<file path="config.mk">
export PLATFORM = sky130hd
export DESIGN_NAME = slt_cell
export DESIGN_NICKNAME = d
export VERILOG_FILES = /design/src/hw/rtl/sorted_list_table_macros.svh /design/src/hw/rtl/slt_pkg.sv /design/src/hw/rtl/slt_cell.sv
export SDC_FILE = /design/constraint.sdc
export NUM_CORES = 1
export LEC_CHECK = 0
export BUFFER_PORTS_ARGS = -buffer_cell sky130_fd_sc_hd__buf_4
export CORE_ASPECT_RATIO = 0.75
export CORE_UTILIZATION = 45
export DETAILED_ROUTE_END_ITERATION = 10
export PLACE_DENSITY = 0.91
export SETUP_SLACK_MARGIN = 0.3
export SLEW_MARGIN = 20
export SYNTH_ARGS = -nofsm -noshare
export SYNTH_HDL_FRONTEND = slang
export SYNTH_SLANG_ARGS = --single-unit
</file>
<file path="constraint.sdc">
create_clock -name clk -period 5.05 [get_ports clk]
set_clock_uncertainty 0.15 [all_clocks]
set_input_delay 0.505 -clock clk [delete_from_list [all_inputs] [get_ports clk]]
set_output_delay 0.505 -clock clk [all_outputs]
set_load 0.1 [all_outputs]
</file>
<file path="src/hw/rtl/sorted_list_table_macros.svh">
// Assertion macros shared by the sorted list table design.
`ifndef SORTED_LIST_TABLE_MACROS_SVH
`define SORTED_LIST_TABLE_MACROS_SVH

// Same-cycle implication, checked outside reset.
`define SLT_ASSERT_NOW(label, clk, rst, cond, prop) \
  label: assert property (@(posedge clk) disable iff (rst) (cond) |-> (prop)) \
    else $error("sorted list table check failed");

// Next-cycle implication, checked outside reset.
`define SLT_ASSERT_NEXT(label, clk, rst, cond, prop) \
  label: assert property (@(posedge clk) disable iff (rst) (cond) |=> (prop)) \
    else $error("sorted list table check failed");

`endif

</file>
<file path="src/hw/rtl/slt_pkg.sv">
// Shared constants, operation codes and the cell control type.
package slt_pkg;

  localparam int OP_W        = 3;
  localparam int VALUE_W     = 32;
  localparam int IDX_W       = 6;
  localparam int COUNT_OUT_W = 7;

  localparam logic [OP_W-1:0] OP_INSERT  = 3'd0;
  localparam logic [OP_W-1:0] OP_REMOVE  = 3'd1;
  localparam logic [OP_W-1:0] OP_PREPEND = 3'd2;
  localparam logic [OP_W-1:0] OP_APPEND  = 3'd3;
  localparam logic [OP_W-1:0] OP_READ    = 3'd4;

  // Command broadcast to every cell for the item being accepted.
  typedef struct packed {
    logic put;     // insertion of some kind that fits
    logic front;   // prepend: every cell shifts up
    logic sorted;  // ordered insert: cells compare against the value
    logic take;    // valid remove: cells at and above the index shift down
  } ctrl_t;

endpackage

</file>
<file path="src/hw/rtl/slt_cell.sv">
// One list cell: holds one entry and shifts with its neighbours.
module slt_cell #(
  parameter int VB  = 32,
  parameter int CW  = 7,
  parameter int POS = 0
) (
  input  logic                     clk,
  input  logic                     en,
  input  slt_pkg::ctrl_t           ctrl,
  input  logic signed [VB-1:0]     v,
  input  logic [CW-1:0]            count,
  input  logic [slt_pkg::IDX_W-1:0] idx,
  input  logic signed [VB-1:0]     left_entry,
  input  logic                     left_hit,
  input  logic signed [VB-1:0]     right_entry,
  output logic signed [VB-1:0]     entry,
  output logic                     hit,
  output logic                     ordered,
  output logic signed [VB-1:0]     rd_part
);
  import slt_pkg::*;

  localparam logic [CW-1:0]    POS_C  = CW'(POS);
  localparam bit               BEYOND = POS >= (1 << IDX_W);
  localparam logic [IDX_W-1:0] POS_I  = IDX_W'(POS);

  logic live;
  logic at_or_above;

  // A cell is live when it lies below the entry count.
  assign live = POS_C < count;

  // The insertion point is the first cell that is empty or holds a value not
  // below the new one; every cell from there upwards moves up by one.
  assign hit = left_hit | ctrl.front | !live | (ctrl.sorted & !(entry < v));

  assign at_or_above = BEYOND || (idx <= POS_I);
  assign ordered     = (POS == 0) || !live || (left_entry < entry);
  assign rd_part     = (!BEYOND && (idx == POS_I)) ? entry : '0;

  always_ff @(posedge clk) begin
    if (en) begin
      if (ctrl.put && hit) begin
        entry <= left_hit ? left_entry : v;
      end else if (ctrl.take && at_or_above) begin
        entry <= right_entry;
      end
    end
  end

endmodule

</file>
==> results of run 1 <==
-- area by class of cell --
type                       instances  area [sq um]  share of cell area
inverter                          33           124              0.0282
timing repair buffer             183          1370               0.313
tap                               81           101              0.0231
sequential                        32           961               0.219
clock inverter                     1          5.00             0.00114
multi-input combinational        224          1760               0.400
clock buffer                       6          72.6              0.0165
-- synthesized netlist by cell type (2+ instances only) --
library cell and n:
mux2_4 29, buf_6 2, nand4_1 2, clkbuf_1 8, mux2_2 4, nor2_1 3
ha_1 31, a31oi_1 2, edfxtp_1 32, a21oi_1 14, nor3_1 2, a21oi_2 2
buf_12 3, o21ai_0 37, and2_1 33, inv_1 33, buf_1 2, nand2_1 45
-- power groups by stage --
stage | Clock (W) | Combinational, W | Sequential [W]
after global routing | 0.000194 | 0.000414 | 0.000331
after floorplan | 0 | 0.000169 | 0.000438
final | 0.000180 | 0.000388 | 0.000329
after CTS | 0.000186 | 0.000390 | 0.000329
after global placement | 0 | 0.000379 | 0.000334
after detailed placement | 0 | 0.000388 | 0.000335
-- worst max-delay path, stage by stage (launching register included) --
cell      delay [ns]
edfxtp_1        0.41
ha_1            0.32
nand2_1         0.09
nor3_2          0.17
a21oi_1         0.11
or4_4           0.49
a21oi_2         0.16
o41a_2          0.59
buf_4           0.39
mux2_2          0.36
-- per-layer routing --
layer / vias to the layer above / wire, um / track usage
met4: 0 / 132 / 0.0697
li1: 1403 / - / -
met3: 12 / 494 / 0.0346
met5: - / 0 / 0
met2: 118 / 4270 / 0.443
met1: 1280 / 3200 / 0.268
-- path summary, 6_finish.rpt --
check / from / to / slack, ns
worst max-delay path: entry[7]$_DFFE_PP_ / entry[1]$_DFFE_PP_ / 1.55
worst min register to register: entry[31]$_DFFE_PP_ / entry[7]$_DFFE_PP_ / 1.34
worst min-delay path: right_entry[2] / entry[2]$_DFFE_PP_ / 0.38
worst max register to register: entry[7]$_DFFE_PP_ / entry[1]$_DFFE_PP_ / 1.55
-- stage by stage --
step / utilization / total power, W / setup WS [ns] / hold slack (ns)
6_report: 0.695 / 0.000897 / 1.55 / 0.379
5_1_grt: 0.695 / 0.000939 / 1.38 / 0.367
4_1_cts: 0.695 / 0.000905 / 1.53 / 0.368
3_5_place_dp: 0.683 / 0.000723 / 1.34 / 0.658
3_3_place_gp: 0.683 / 0.000712 / 1.46 / 0.656
2_1_floorplan: - / 0.000607 / 1.13 / 0.573
-- cell families after synthesis --
kind of cell | after synthesis
simple gates | 96
compound gates | 63
buf+inv | 49
mux | 33
flops | 32
fa+ha+maj | 31
other cells | 1
==> summary.txt, run 1 <==
Routing
  – Remaining DRCs: 0
  – Final WL: approximately 8 mm
  – Detail Route Antenna Nets: 0
  – Via density: between 5 and 6
  – Routed vias: between 2000 and 3000
  – 1st-pass router iterations: 4
  – Iteration-0 DRC count of the detailed router: 81
  – Wire length per cell: 14.5 um

Place
  – Post-DP HPWL: 6.53 mm
  – DP Cell Count: around 550
  – Area after DPL: approximately 4300 sq um
  – Routability cong.: between 0.8 and 0.9
  – Port buffer count: 180

Critical path
  – Critical Path End Type: register
  – Worst Path Class, Setup: register to register
  – Peak fanout along the critical path: 20
  – Reg2Reg Depth: 9
  – Critical Path RT: roughly 4.9 ns
  – CP arrival: approximately 3.4 ns
  – Startpoint types: register

Logic synthesis
  – Synth Cell Area: roughly 3000 sq um
  – Async SR Flop Fraction: 0
  – Top post-synthesis cells by area: edfxtp_1 32%, mux2_4 15%, ha_1 13%
  – Post-synth EDFFs: 32
  – Area share of and/or/nand/nor cells after synthesis: 0.172
  – Share of the synthesized area in the top cell type: 0.324
  – Cells after Synth: ~310
  – XOR/XNOR share of the synthesized area: 0
  – Seq cells post-synth: 32
  – Synth cell types: 39
  – Synth Area in Compound Gates: 0.124
  – Syn_nets: 452
  – Mux contribution to synthesized area: 0.162
  – Sequential cell area fraction in the yosys report: 0.324
  – Post-synth top flop: edfxtp_1
  – Yosys top cell by area: edfxtp_1
  – Fraction of the mapped netlist area in adder cells: 0.131
  – Combinational family with the most area after synthesis: simple AND/OR/NAND/NOR gates
  – YS warnings: 0
  – Mean Syn Cell Area: around 9.7 sq um

Power and ir drop
  – Combinational fraction of design power: 0.433
  – Worst vdd ir: 107 uV
  – Clock share of power: 0.201
  – Power density over the cells: 204 nW/um^2
  – Int Power: ~0.00057 W
  – P_sw: about 0.00033 W
  – Switching share of power: 0.368
  – Leak pwr: about 2.2 nW
  – Seq pwr share: 0.366

GRT
  – First-pass GRT wire length: ~12 mm
  – Grt ovf: 0
  – Number of global-route vias before repair: between 2000 and 3000
  – Initial antenna violation count: 0
  – Overall routing resource usage: 0.233
  – Largest net degree at the start of global routing: 65

Floorplanning
  – Core Rows: 25
  – Chip Height: 72.3 um
  – Die footprint: 6910 sq um
  – Starting Density: 0.469
  – Core Box Area: 6320 sq um
  – Ports: around 180
  – Width of the die: around 96 um

Timing
  – Fmax achieved: 0.286 GHz
  – Final hold vios: 0
  – Worst slew margin: 0.552
  – RSZ-0062 raised after global routing: false
  – Setup TNS: 0 ns
  – Slew Viols, Final: 0
  – Setup violators final: 0
  – Post-route minimum period: around 3.5 ns
  – Tcrit/Tclk final: 0.693
  – Worst Tran Pin Value: approximately 0.67 ns

Finish
  – Largest register FFs: 32
  – Regs by FF count: entry (32)
  – Share of post-route cells with drive strength above 1: 0.489
  – Area Growth Syn to Fin: 48.3%
  – Most frequent cells in the layout: 183 x buf_4, 45 x nand2_1, 37 x o21ai_0, 33 x inv_1, 33 x and2_1
  – Final nets: about 630
  – Top reg by flops: entry
  – Layout Cells excl Fill: 560
  – Final Instance Area: approximately 4400 sq um
  – N_diodes: 0
  – Fill count: 471
  – Commonest non-fill, non-tap cell in the layout: buf_4

Clocking
  – H-tree depth: 2
  – CTS tree: yes
  – Clk root buf: clkbuf_8
  – Post-CTS Resized: 0
  – Clock slew at reported path FFs: about 0.07 ns
  – Post-CTS setup buffers: 0
  – Total CTS buffers: 5
  – Clock latency on the worst-skew pair: roughly 0.27 ns
  – Maximum clock path buffer count: 2
  – CTS Sinks: 32
  – Post-CTS Hold Buffers: 0

Min path
  – Worst hold-check path type: primary input to register
  – Hold Path Cell Cnt: 2

Run
  – Max_cap viols: 0

Status
  – Status: finished clean
Note: power is estimated with default switching activity, not from simulation.
==> run 2, diff against run 1 <==
--- a/config.mk
+++ b/config.mk
@@ -7,9 +7,9 @@
 export LEC_CHECK = 0
 export BUFFER_PORTS_ARGS = -buffer_cell sky130_fd_sc_hd__buf_4
 export CORE_ASPECT_RATIO = 0.75
-export CORE_UTILIZATION = 45
+export CORE_UTILIZATION = 40
 export DETAILED_ROUTE_END_ITERATION = 10
-export PLACE_DENSITY = 0.91
+export PLACE_DENSITY = 0.86
 export SETUP_SLACK_MARGIN = 0.3
 export SLEW_MARGIN = 20
 export SYNTH_ARGS = -nofsm -noshare
==> constraint.sdc (replaced) <==
create_clock -name clk -period 2.97 [get_ports clk]
set_clock_uncertainty 0.15 [all_clocks]
set_input_delay 0.297 -clock clk [delete_from_list [all_inputs] [get_ports clk]]
set_output_delay 0.297 -clock clk [all_outputs]
set_load 0.1 [all_outputs]
==> summary.txt, run 2 (same netlist as run 1, synthesis figures left out) <==
Status
  – Status: finished clean

Routing
  – Final WL: a little over 9 mm
  – 1st-pass router iterations: 4
  – Iteration-0 DRC count of the detailed router: 74
  – Detail Route Antenna Nets: 0
  – Wire length per cell: 15.4 um
  – Routed vias: roughly 3000
  – Remaining DRCs: 0
  – Via density: a little under 5

Floorplanning
  – Ports: roughly 180
  – Core Rows: 26
  – Chip Height: between 70 and 80 um
  – Starting Density: 0.423
  – Width of the die: approximately 100 um
  – Core Box Area: about 7000 sq um
  – Die footprint: 7760 sq um

GRT
  – Initial antenna violation count: 0
  – Grt ovf: 0
  – First-pass GRT wire length: 14.2 mm
  – Number of global-route vias before repair: around 3000
  – Largest net degree at the start of global routing: 64
  – Overall routing resource usage: 0.237

Critical path
  – Startpoint types: register
  – CP arrival: 2.71 ns
  – Critical Path RT: 2.84 ns
  – Reg-to-Reg End: entry[14]$_DFFE_PP_
  – Crit-path max cell delay: ~0.54 ns
  – Slowest CP cell: o41a_4
  – Worst Path Class, Setup: register to register
  – Worst Setup SP: entry[24]$_DFFE_PP_
  – CP cell instances: ha_1 -> nand4_1 -> nor2_2 -> a22oi_2 -> o2111ai_4 -> o41a_4 -> buf_6 -> mux2_4
  – Peak fanout along the critical path: 9
  – Reg2Reg Depth: 8
  – Worst R2R Setup Slack: about 0.13 ns
  – CP Capture Point: entry[14]$_DFFE_PP_
  – Critical R2R Launch: entry[24]$_DFFE_PP_
  – Critical Path End Type: register

Finish
  – Regs by FF count: entry (32)
  – Layout Cells excl Fill: between 600 and 700
  – Final nets: between 600 and 700
  – N_diodes: 0
  – Top reg by flops: entry
  – Area Growth Syn to Fin: 61.9%
  – Most frequent cells in the layout: 200 x buf_4, 42 x nand2_1, 34 x o21ai_0, 33 x inv_1, 33 x and2_1
  – Commonest non-fill, non-tap cell in the layout: buf_4
  – Largest register FFs: 32
  – Fin util: 0.686
  – Share of post-route cells with drive strength above 1: 0.542

Clocking
  – Clk root buf: clkbuf_8
  – CTS Sinks: 32
  – CTS tree: yes
  – Clock latency on the worst-skew pair: 0.27 ns
  – Clock slew at reported path FFs: around 0.070 ns
  – Maximum clock path buffer count: 2
  – Post-CTS Hold Buffers: 0
  – H-tree depth: 2
  – Total CTS buffers: 5

Min path
  – Hold Path Cell Cnt: 2
  – Worst hold-check path type: primary input to register

Timing
  – Worst Tran Pin Value: 0.556 ns
  – RSZ-0062 raised after global routing: true
  – Post-Route Hold Slack: between 0.15 and 0.2 ns
  – Setup violators final: 0
  – Slew Viols, Final: 0
  – Tcrit/Tclk final: 0.955
  – Fmax achieved: 0.353 GHz
  – Post-route minimum period: 2.84 ns
  – Worst slew margin: 0.629
  – Final hold vios: 0

Power and ir drop
  – Power density over the cells: 337 nW/um^2
  – Leak pwr: about 2.4 nW
  – Overall Power: 0.00162 W
  – Worst vdd ir: between 200 and 250 uV

Place
  – Routability cong.: between 0.7 and 0.8
  – DP Cell Count: about 580
  – Port buffer count: 180
  – Post-DP HPWL: 7.19 mm

Run
  – Max_cap viols: 0
-- run 2: per-layer routing --
layer / routed length (um) / track usage / part of all wire / up-vias
li1: - / - / - / 1458
met1: 3710 / 0.269 / 0.40 / 1391
met2: 4790 / 0.444 / 0.52 / 126
met3: 636 / 0.0532 / 0.069 / 14
met4: 124 / 0.0565 / 0.013 / 0
met5: 0 / 0 / 0 / -
-- run 2: worst min path at each step --
stage / startpoint / to / slack [ns]
after floorplan: right_entry[10] / entry[10]$_DFFE_PP_ / 0.36
after detailed placement: right_entry[20] / entry[20]$_DFFE_PP_ / 0.45
after CTS: right_entry[7] / entry[7]$_DFFE_PP_ / 0.16
final: right_entry[7] / entry[7]$_DFFE_PP_ / 0.17
after global routing: right_entry[16] / entry[16]$_DFFE_PP_ / 0.16
after global placement: right_entry[5] / entry[5]$_DFFE_PP_ / 0.45
-- run 2: worst max-delay path, delay by kind of cell (launching register included) --
kind / cells / cell delay, ns
buffers and inverters: 1 / 0.19
multiplexers: 1 / 0.30
flip-flops: 1 / 0.42
AO/OA/AOI/OAI: 3 / 0.95
adder cells (fa/ha/maj): 1 / 0.30
AND/OR/NAND/NOR: 2 / 0.28
-- run 2: power breakdown --
group	leakage (nW)	total (W)	internal (W)	switching, W
combinational	2.05	0.000741	0.000317	0.000425
sequential	0.298	0.000559	0.000538	0.0000207
clock	0.0410	0.000317	0.000159	0.000158
-- run 2: metrics by stage --
| stage | setup slack (ns) | area (sq um) | TNS, ns |
|---|---|---|---|
| 5_1_grt | 0.0595 | 4790 | 0 |
| 3_5_place_dp | -0.0567 | 4430 | -1.20 |
| 2_1_floorplan | -0.404 | 2990 | -22.75 |
| 6_report | 0.134 | 4790 | 0 |
| 3_3_place_gp | 0.0368 | 4430 | 0 |
| 4_1_cts | 0.156 | 4700 | 0 |
-- run 2: area by class of cell --
cell class | count | area [sq um]
Timing Repair Buffer | 206 | 1590
Clock buffer | 6 | 72.6
Tap cell | 98 | 123
Inverter | 33 | 124
Clock inverter | 1 | 5.00
Fill cell | 545 | 2200
Sequential cell | 32 | 961
Multi-Input combinational cell | 226 | 1920
-- run 2: repair_timing --
item                                    4_1_cts  5_1_grt
cloned                                        2        0
endpoints found under the setup margin       65       65
resized for setup                            21       10
buffers inserted                             11        3
pin swaps                                     8        1
==> run 3, diff against run 2 <==
--- a/config.mk
+++ b/config.mk
@@ -6,7 +6,7 @@
 export NUM_CORES = 1
 export LEC_CHECK = 0
 export BUFFER_PORTS_ARGS = -buffer_cell sky130_fd_sc_hd__buf_4
-export CORE_ASPECT_RATIO = 0.75
+export CORE_ASPECT_RATIO = 0.9
 export CORE_UTILIZATION = 40
 export DETAILED_ROUTE_END_ITERATION = 10
 export PLACE_DENSITY = 0.86
==> summary.txt, run 3 (same netlist as run 1, synthesis figures left out) <==
Timing
  – Slew Viols, Final: 0
  – Post-route worst setup slack: a little over 0.09 ns
  – Worst slew margin: 0.620
  – Post-route minimum period: about 2.9 ns
  – Worst Tran Pin Value: ~0.57 ns
  – Post-Route Hold Slack: around 0.17 ns
  – Setup violators final: 0
  – Tcrit/Tclk final: 0.969
  – Final hold vios: 0
  – RSZ-0062 raised after global routing: true
  – Fmax achieved: about 0.35 GHz

GRT
  – GR Layer Usage met2: 0.415
  – Number of global-route vias before repair: 2888
  – Grt ovf: 0
  – Overall routing resource usage: 0.223
  – Gr busiest metal: met2
  – Initial antenna violation count: 0
  – GR met3 Demand/Resource: 0.0310
  – Largest net degree at the start of global routing: 64
  – Met1 usage: 0.271
  – First-pass GRT wire length: 13.6 mm

Floorplanning
  – Ports: 182
  – Chip Height: between 80 and 90 um
  – Starting Density: 0.416
  – Die footprint: 7750 sq um
  – Core Box Area: 7110 sq um
  – Width of the die: 92.7 um
  – Core Rows: 29

Critical path
  – Reg-to-Reg End: entry[18]$_DFFE_PP_
  – Peak fanout along the critical path: 6
  – CP arrival: 2.76 ns
  – Critical Path RT: 2.85 ns
  – Reg2Reg Depth: 9
  – Startpoint types: register
  – Slowest CP cell: edfxtp_1
  – Critical Path End Type: register
  – Worst R2R Setup Slack: 0.09 ns
  – Worst Path Class, Setup: register to register
  – Critical R2R Launch: entry[7]$_DFFE_PP_
  – Crit-path max cell delay: roughly 0.46 ns
  – CP cell instances: ha_4 -> nand2_2 -> nor3_2 -> a21oi_2 -> or4_4 -> a21oi_4 -> o41a_4 -> clkbuf_16 -> mux2_4

Finish
  – N_diodes: 0
  – Regs by FF count: entry (32)
  – Commonest non-fill, non-tap cell in the layout: buf_4
  – Largest register FFs: 32
  – Layout Cells excl Fill: ~620
  – Final nets: 670
  – Top reg by flops: entry
  – Fin util: 0.718
  – Final Instance Area: 5110 sq um
  – Share of post-route cells with drive strength above 1: 0.571
  – Most frequent cells in the layout: 213 x buf_4, 42 x nand2_1, 33 x inv_1, 33 x and2_1
  – Area Growth Syn to Fin: 72.5%

Min path
  – WHS Endpoint: entry[15]$_DFFE_PP_
  – Worst hold-check path type: primary input to register
  – Hold Path Cell Cnt: 2
  – Hold path start: right_entry[15]

Routing
  – Iteration-0 DRC count of the detailed router: around 120
  – Detail Route Antenna Nets: 0
  – Routed vias: about 3100
  – Final WL: a little under 10 mm
  – Via density: around 5.0
  – Remaining DRCs: 0
  – Wire length per cell: around 16 um
  – 1st-pass router iterations: 4

Power and ir drop
  – Power density over the cells: between 300 and 400 nW/um^2
  – Leak pwr: 2.53 nW
  – Worst vdd ir: about 180 uV

Clocking
  – CTS tree: yes
  – Maximum clock path buffer count: 2
  – H-tree depth: 2
  – Clock latency on the worst-skew pair: around 0.28 ns
  – Total CTS buffers: 5
  – Clk root buf: clkbuf_8
  – CTS Sinks: 32
  – Post-CTS Hold Buffers: 0
  – Clock slew at reported path FFs: about 0.080 ns

Status
  – Status: finished clean

Run
  – Max_cap viols: 0

Place
  – DP Cell Count: 582
  – Port buffer count: between 150 and 200
  – Post-DP HPWL: roughly 6.8 mm
  – Area after DPL: about 4500 sq um
  – Dpl ws: -0.0358 ns
  – Routability cong.: around 0.76
-- run 3: power by group --
group          total [W]  internal, W  leakage [nW]  switching (W)
logic           0.000800     0.000357          2.18       0.000443
clock network   0.000420     0.000249        0.0552       0.000171
registers       0.000559     0.000538         0.298      0.0000209
-- run 3: critical path, delay by kind of cell, from the launching register on --
family                   cells  cell delay, ns
flip-flops                   1            0.46
AND/OR/NAND/NOR              3            0.66
AO/OA/AOI/OAI                3            0.56
adder cells (fa/ha/maj)      1            0.31
multiplexers                 1            0.29
buffers and inverters        1            0.18
-- run 3: how the worst max path moves through the flow --
stage,start,end,slack [ns],depth (start not counted)
after detailed placement,entry[2]$_DFFE_PP_,entry[19]$_DFFE_PP_,-0.04,9
after CTS,entry[24]$_DFFE_PP_,hit,0.14,9
final,entry[7]$_DFFE_PP_,entry[18]$_DFFE_PP_,0.09,9
after floorplan,entry[5]$_DFFE_PP_,entry[0]$_DFFE_PP_,-0.40,10
after global routing,entry[27]$_DFFE_PP_,entry[15]$_DFFE_PP_,0.02,9
after global placement,entry[2]$_DFFE_PP_,entry[18]$_DFFE_PP_,-0.02,9
-- run 3: metrics by stage --
step	TNS [ns]	power [W]
CTS	0	0.00172
global route	0	0.00185
global placement	-0.191	0.00124
floorplan	-22.75	0.00104
finish	0	0.00178
detailed placement	-0.462	0.00126
-- run 3: repair_timing --
item / 4_1_cts / 5_1_grt
buffers inserted: 13 / 8
gates cloned: 2 / 4
pin swaps: 8 / 13
gates resized for setup: 23 / 22
setup endpoints to repair: 65 / 65
-- run 3: per-layer routing --
metal / wire length (um) / vias to the layer above
met4: 84 / 0
met1: 3950 / 1448
met2: 5160 / 117
met3: 455 / 6
met5: 0 / -
li1: - / 1504
-- run 3: final cells by class --
type	instances	area, sq um
multi-input cells	228	2030
fillers	513	2000
repair buffers	223	1770
flip-flops and latches	32	961
inverters	33	124
well taps	93	116
clock buffers	6	72.6
clock inverters	2	35.0
